==> src/hdl/kce_pkg.sv <==
// Shared types, widths and reset constants for the KNN centroid edge test.
// Used by the channel interfaces and by every module of the block.
package kce_pkg;

  localparam int COORD_W   = 24;
  localparam int SQ_W      = 2 * COORD_W;
  localparam int DIST_W    = 50;
  localparam int SCALE_W   = 10;
  localparam int EXCL_W    = 20;
  localparam int HALF_W    = 25;
  localparam int PROD_W    = SCALE_W + HALF_W;
  localparam int BOUND_W   = SCALE_W + DIST_W;
  localparam int CFG_IDX_W = 2;
  localparam int CFG_DAT_W = DIST_W;
  localparam int LANES     = 3;

  localparam logic [CFG_IDX_W-1:0] CFG_EDGE_SCALE     = 2'd0;
  localparam logic [CFG_IDX_W-1:0] CFG_SELF_EXCLUSION = 2'd1;
  localparam logic [CFG_IDX_W-1:0] CFG_INITIAL_MIN    = 2'd2;

  localparam logic [SCALE_W-1:0] EDGE_SCALE_RST     = 10'd4;
  localparam logic [EXCL_W-1:0]  SELF_EXCLUSION_RST = 20'd1049;
  localparam logic [DIST_W-1:0]  INITIAL_MIN_RST    = 50'd10485760000;

  typedef enum logic [3:0] {
    S_IDLE,
    S_DIFF,
    S_SQUARE,
    S_ACCUM,
    S_DIV_START,
    S_DIV_WAIT,
    S_CDIFF,
    S_CSQUARE,
    S_CSUM,
    S_COMPARE
  } kce_state_t;

  typedef struct packed {
    logic idle;
    logic diff;
    logic square;
    logic accum;
    logic div_start;
    logic cdiff;
    logic csquare;
    logic csum;
    logic finish;
  } kce_cmd_t;

  typedef struct packed {
    logic in_valid;
    logic last;
    logic div_done;
    logic is_edge;
    logic out_blocked;
  } kce_status_t;

  function automatic logic [COORD_W-1:0] abs_diff(input logic signed [COORD_W-1:0] a,
                                                  input logic signed [COORD_W-1:0] b);
    logic signed [COORD_W:0] d;
    logic [COORD_W:0]        m;
    d = $signed({a[COORD_W-1], a}) - $signed({b[COORD_W-1], b});
    m = d[COORD_W] ? (~d + 1'b1) : d;
    return m[COORD_W-1:0];
  endfunction

endpackage

==> src/hdl/kce_divider.sv <==
// Three-lane restoring divider, one quotient bit per lane each cycle.
// Divides signed sums by an unsigned count, truncating toward zero. Uses kce_pkg.
module kce_divider import kce_pkg::*; #(
  parameter int SUM_W = 30,
  parameter int CNT_W = 6
) (
  input  logic                      clk,
  input  logic                      rst,
  input  logic                      start,
  input  logic [CNT_W-1:0]          divisor,
  input  logic signed [SUM_W-1:0]   dividend [LANES],
  output logic                      done,
  output logic signed [COORD_W-1:0] quotient [LANES]
);

  localparam int STEP_W = (SUM_W > 1) ? $clog2(SUM_W) : 1;

  logic              busy;
  logic [STEP_W-1:0] step;
  logic [CNT_W-1:0]  dvs;
  logic              neg  [LANES];
  logic [SUM_W-1:0]  mag  [LANES];
  logic [CNT_W-1:0]  rem  [LANES];
  logic [CNT_W:0]    trial [LANES];
  logic              fits [LANES];
  logic [SUM_W-1:0]  signed_q [LANES];

  always_comb begin
    for (int i = 0; i < LANES; i++) begin
      trial[i]    = {rem[i], mag[i][SUM_W-1]};
      fits[i]     = trial[i] >= {1'b0, dvs};
      signed_q[i] = neg[i] ? (~mag[i] + 1'b1) : mag[i];
      quotient[i] = signed_q[i][COORD_W-1:0];
    end
  end

  always_ff @(posedge clk) begin
    if (rst) begin
      busy <= 1'b0;
      done <= 1'b0;
      step <= '0;
    end else begin
      done <= 1'b0;
      if (start) begin
        busy <= 1'b1;
        step <= '0;
      end else if (busy) begin
        step <= step + 1'b1;
        if (step == STEP_W'(SUM_W - 1)) begin
          busy <= 1'b0;
          done <= 1'b1;
        end
      end
    end
  end

  always_ff @(posedge clk) begin
    if (start) begin
      dvs <= divisor;
      for (int i = 0; i < LANES; i++) begin
        neg[i] <= dividend[i][SUM_W-1];
        mag[i] <= dividend[i][SUM_W-1] ? (~dividend[i] + 1'b1) : dividend[i];
        rem[i] <= '0;
      end
    end else if (busy) begin
      for (int i = 0; i < LANES; i++) begin
        mag[i] <= {mag[i][SUM_W-2:0], fits[i]};
        rem[i] <= fits[i] ? CNT_W'(trial[i] - {1'b0, dvs}) : trial[i][CNT_W-1:0];
      end
    end
  end

endmodule

==> config.mk <==
export PLATFORM = sky130hd
export DESIGN_NAME = kce_divider
export DESIGN_NICKNAME = d
export VERILOG_FILES = /design/src/hdl/kce_pkg.sv /design/src/hdl/kce_divider.sv
export SDC_FILE = /design/constraint.sdc
export NUM_CORES = 1
export LEC_CHECK = 0
export ABC_AREA = 0
export BUFFER_PORTS_ARGS = -buffer_cell sky130_fd_sc_hd__buf_2
export CAP_MARGIN = 10
export CORE_MARGIN = 2
export CORE_UTILIZATION = 37
export CTS_CLUSTER_DIAMETER = 50
export CTS_CLUSTER_SIZE = 24
export DETAILED_ROUTE_END_ITERATION = 10
export PLACE_DENSITY = 0.6
export SYNTH_ARGS = -nofsm -noshare
export SYNTH_HDL_FRONTEND = slang
export SYNTH_SLANG_ARGS = --single-unit
export TNS_END_PERCENT = 50
==> constraint.sdc <==
create_clock -name clk -period 3.3 [get_ports clk]
set_clock_uncertainty 0.2 [all_clocks]
set_input_delay 0.33 -clock clk [delete_from_list [all_inputs] [get_ports clk]]
set_output_delay 0.33 -clock clk [all_outputs]
set_load 0.005 [all_outputs]
==> results.toml <==
[outcome]
status = "complete, no violations"

[layout]
area_delta_synth_final_pct = 21.04
nNetsFinal = 1265
drive_gt1_frac = 0.2209
instances_no_fill = 1475

[yosys]
seq_area_frac_synth = 0.3979
synth_edf_count = 117
ys_warn_count = 0
synth_cells = 974
synth_top_flop_cell = "edfxtp_1"
synthArstFlopShare = 0
yosys_register_bits = 124
synth_nets = 1102
synth_cell_types = 50
avgSynthCellArea_um2 = 9.428
netlist_area_mm2 = 0.009183

[detailed_routing]
first_pass_iters = 5
wl_um = 22970
vias = 7859
viasPerCell = 5.328
wl_per_cell_um = 15.57
postRouteAntennaNets = 0
drt_iter0_drc = 498
drc = 0

[clock_network]
cts_tree = "built"
clk_latency_ns = 0.41
clockBufferDepth = 2
numCtsBuffers = 17
cts_setup_buffers = 0
cts_max_level = 4
clockRootBuffer = "clkbuf_16"
clkTransAtPathRegs_ns = 0.06
clock_sinks = 124

[global_route]
grt_pass1_wl_um = 36670
grt-ovfl-total = 0
first_global_vias = 7268
grt_usage = 0.1750
grt_max_degree = 60
antenna_found_initial = 1

[floorplan]
ioPinCount = 172
die_h_um = 161.5
dieArea_mm2 = 0.02609
die_w_um = 161.5
start_util = 0.3776
num_rows = 57
core_area_mm2 = 0.02432

[setup_path]
crit_type = "flop to output port"
arrival_ns = 2.58
regToRegSetupSlack_ns = 0.66
r2r-end = "rem[0][17]$_SDFFCE_PN0P_"
cp-start-kind = "flop"
worst-path-max-fanout = 5
r2r-start = "rem[0][15]$_SDFFCE_PN0P_"
endpoint_kind = "output port"
required_ns = 2.77
worstRegToRegCells = 5

[timing]
tightest_slew_ns = 0.9580
hold_ws_ns = 0.03944
setup_viol = 0
drv_slew = 0
fmax_mhz = 321.3
min_period_over_period = 0.9432
hold_violations = 0
slew_headroom = 0.3546
rsz0062_at_grt = "no"
final.min_clock_period_ns = 3.112
tns_ns = 0

[power]
ir_worst_vdd_uv = 203.0
power.density_mw_per_mm2 = 475.2
finalPower_w = 0.005282
p_leak_nw = 4.166

[place]
post-dp-hpwl_um = 16940
gp_congestion = 0.8066
port_buffers = 171
place_inst = 1435

[job]
drv_cap = 0

[worst_hold_path]
min_from = "dividend[30]"
whs_endpoint = "mag[0][30]$_DFFE_PP_"
hp-class = "input port to flop"
whs_path_depth = 3
-- routing by layer --
metal	vias to the layer above	track usage	wire length, µm
met3	15	0.02696	836
met1	3727	0.2291	10550
met4	0	0.04099	180
li1	3951	-	-
met2	166	0.3042	11400
met5	-	0	0
-- Yosys cell counts, drive strengths merged, types with 19 or more instances --
library cell,number,share of area
o21ai,129,0.070
nand2,126,0.052
edfxtp,117,0.38
xor2,78,0.074
xnor2,75,0.072
o31ai,49,0.040
clkbuf,37,0.015
nor2,35,0.014
o41ai,31,0.035
inv,29,0.012
ha,26,0.035
a21oi,22,0.012
or4,19,0.017
-- per-stage QoR --
step / util / setup slack [ns] / instance area [µm²]
floorplan: - / 0.7176 / 9183
global placement: 0.4277 / 0.5659 / 10400
detailed placement: 0.4277 / 0.5440 / 10400
CTS: 0.4555 / 0.09477 / 11080
global route: 0.4570 / 0.001795 / 11110
finish: 0.4570 / 0.1875 / 11110
-- power breakdown --
part           internal (W)  switching [W]  total (W)
registers           0.00195       0.000193    0.00214
logic              0.000571       0.000616    0.00119
clock network       0.00126       0.000695    0.00195
-- area by class of cell --
| type | count | area [µm²] |
|---|---|---|
| fillers | 2388 | 13210 |
| inverters | 29 | 108.9 |
| multi-input cells | 772 | 5261 |
| well taps | 324 | 405.4 |
| repair buffers | 193 | 1076 |
| clock inverters | 13 | 173.9 |
| flip-flops and latches | 124 | 3654 |
| clock buffers | 19 | 432.9 |
| diodes | 1 | 2.502 |
-- worst max-delay path, cell delays in order, from the launching register on --
cell      delay (ns)
edfxtp_1        0.44
or4_1           0.61
nor3_2          0.26
nand3_1         0.26
o31ai_1         0.33
xnor2_1         0.15
buf_2           0.13
-- cell usage in the layout, fill, tap and decap left out, types with 12 or more instances in the layout --
master / Yosys / final
buf_2: 6 / 171
inv_1: 29 / 29
nand2_1: 126 / 126
xor2_1: 78 / 78
buf_4: 3 / 12
nor2_1: 35 / 35
o31ai_1: 49 / 49
or4_1: 15 / 15
o21ai_0: 119 / 119
mux2i_1: 13 / 13
ha_1: 26 / 26
nand2b_1: 12 / 12
edfxtp_1: 117 / 117
nor3_1: 14 / 14
or3_1: 15 / 15
o41ai_1: 24 / 22
a21oi_1: 22 / 22
nand3_1: 16 / 16
xnor2_1: 75 / 75
clkbuf_16: 0 / 17
-- how the worst max path moves through the flow --
stage | startpoint | end | slack [ns] | cells after the start
after CTS | mag[0][32]$_DFFE_PP_ | quotient[33] | 0.09 | 5
after global routing | mag[0][4]$_DFFE_PP_ | quotient[62] | 0.002 | 6
after floorplan | busy$_SDFF_PP0_ | mag[0][0]$_DFFE_PP_ | 0.72 | 2
after detailed placement | mag[0][32]$_DFFE_PP_ | quotient[33] | 0.54 | 5
after global placement | mag[0][62]$_DFFE_PP_ | quotient[19] | 0.57 | 6
final | mag[0][4]$_DFFE_PP_ | quotient[65] | 0.19 | 6
-- timing repair --
action | 4_1_cts | 5_1_grt
hold buffers | 7 | 0
resized for setup | 0 | 5
hold endpoints to repair | 13 | 0
setup endpoints to repair | 0 | 12
-- sequential cells by signal, indices dropped and copies added (netlist names) --
register and flops:
neg 3, busy 1, dvs 6, done 1, rem 18, step 5, mag 90
-- logic make-up after synthesis --
group	synth area share
and+or+nand+nor	0.1825
AOI/OAI and AO/OA	0.1837
xor gates and xnor gates	0.1459
DFF	0.3979
buffers and inverters	0.03393
adders and majority gates	0.04197
muxes	0.01417
Power figures use the tool's default switching activity.
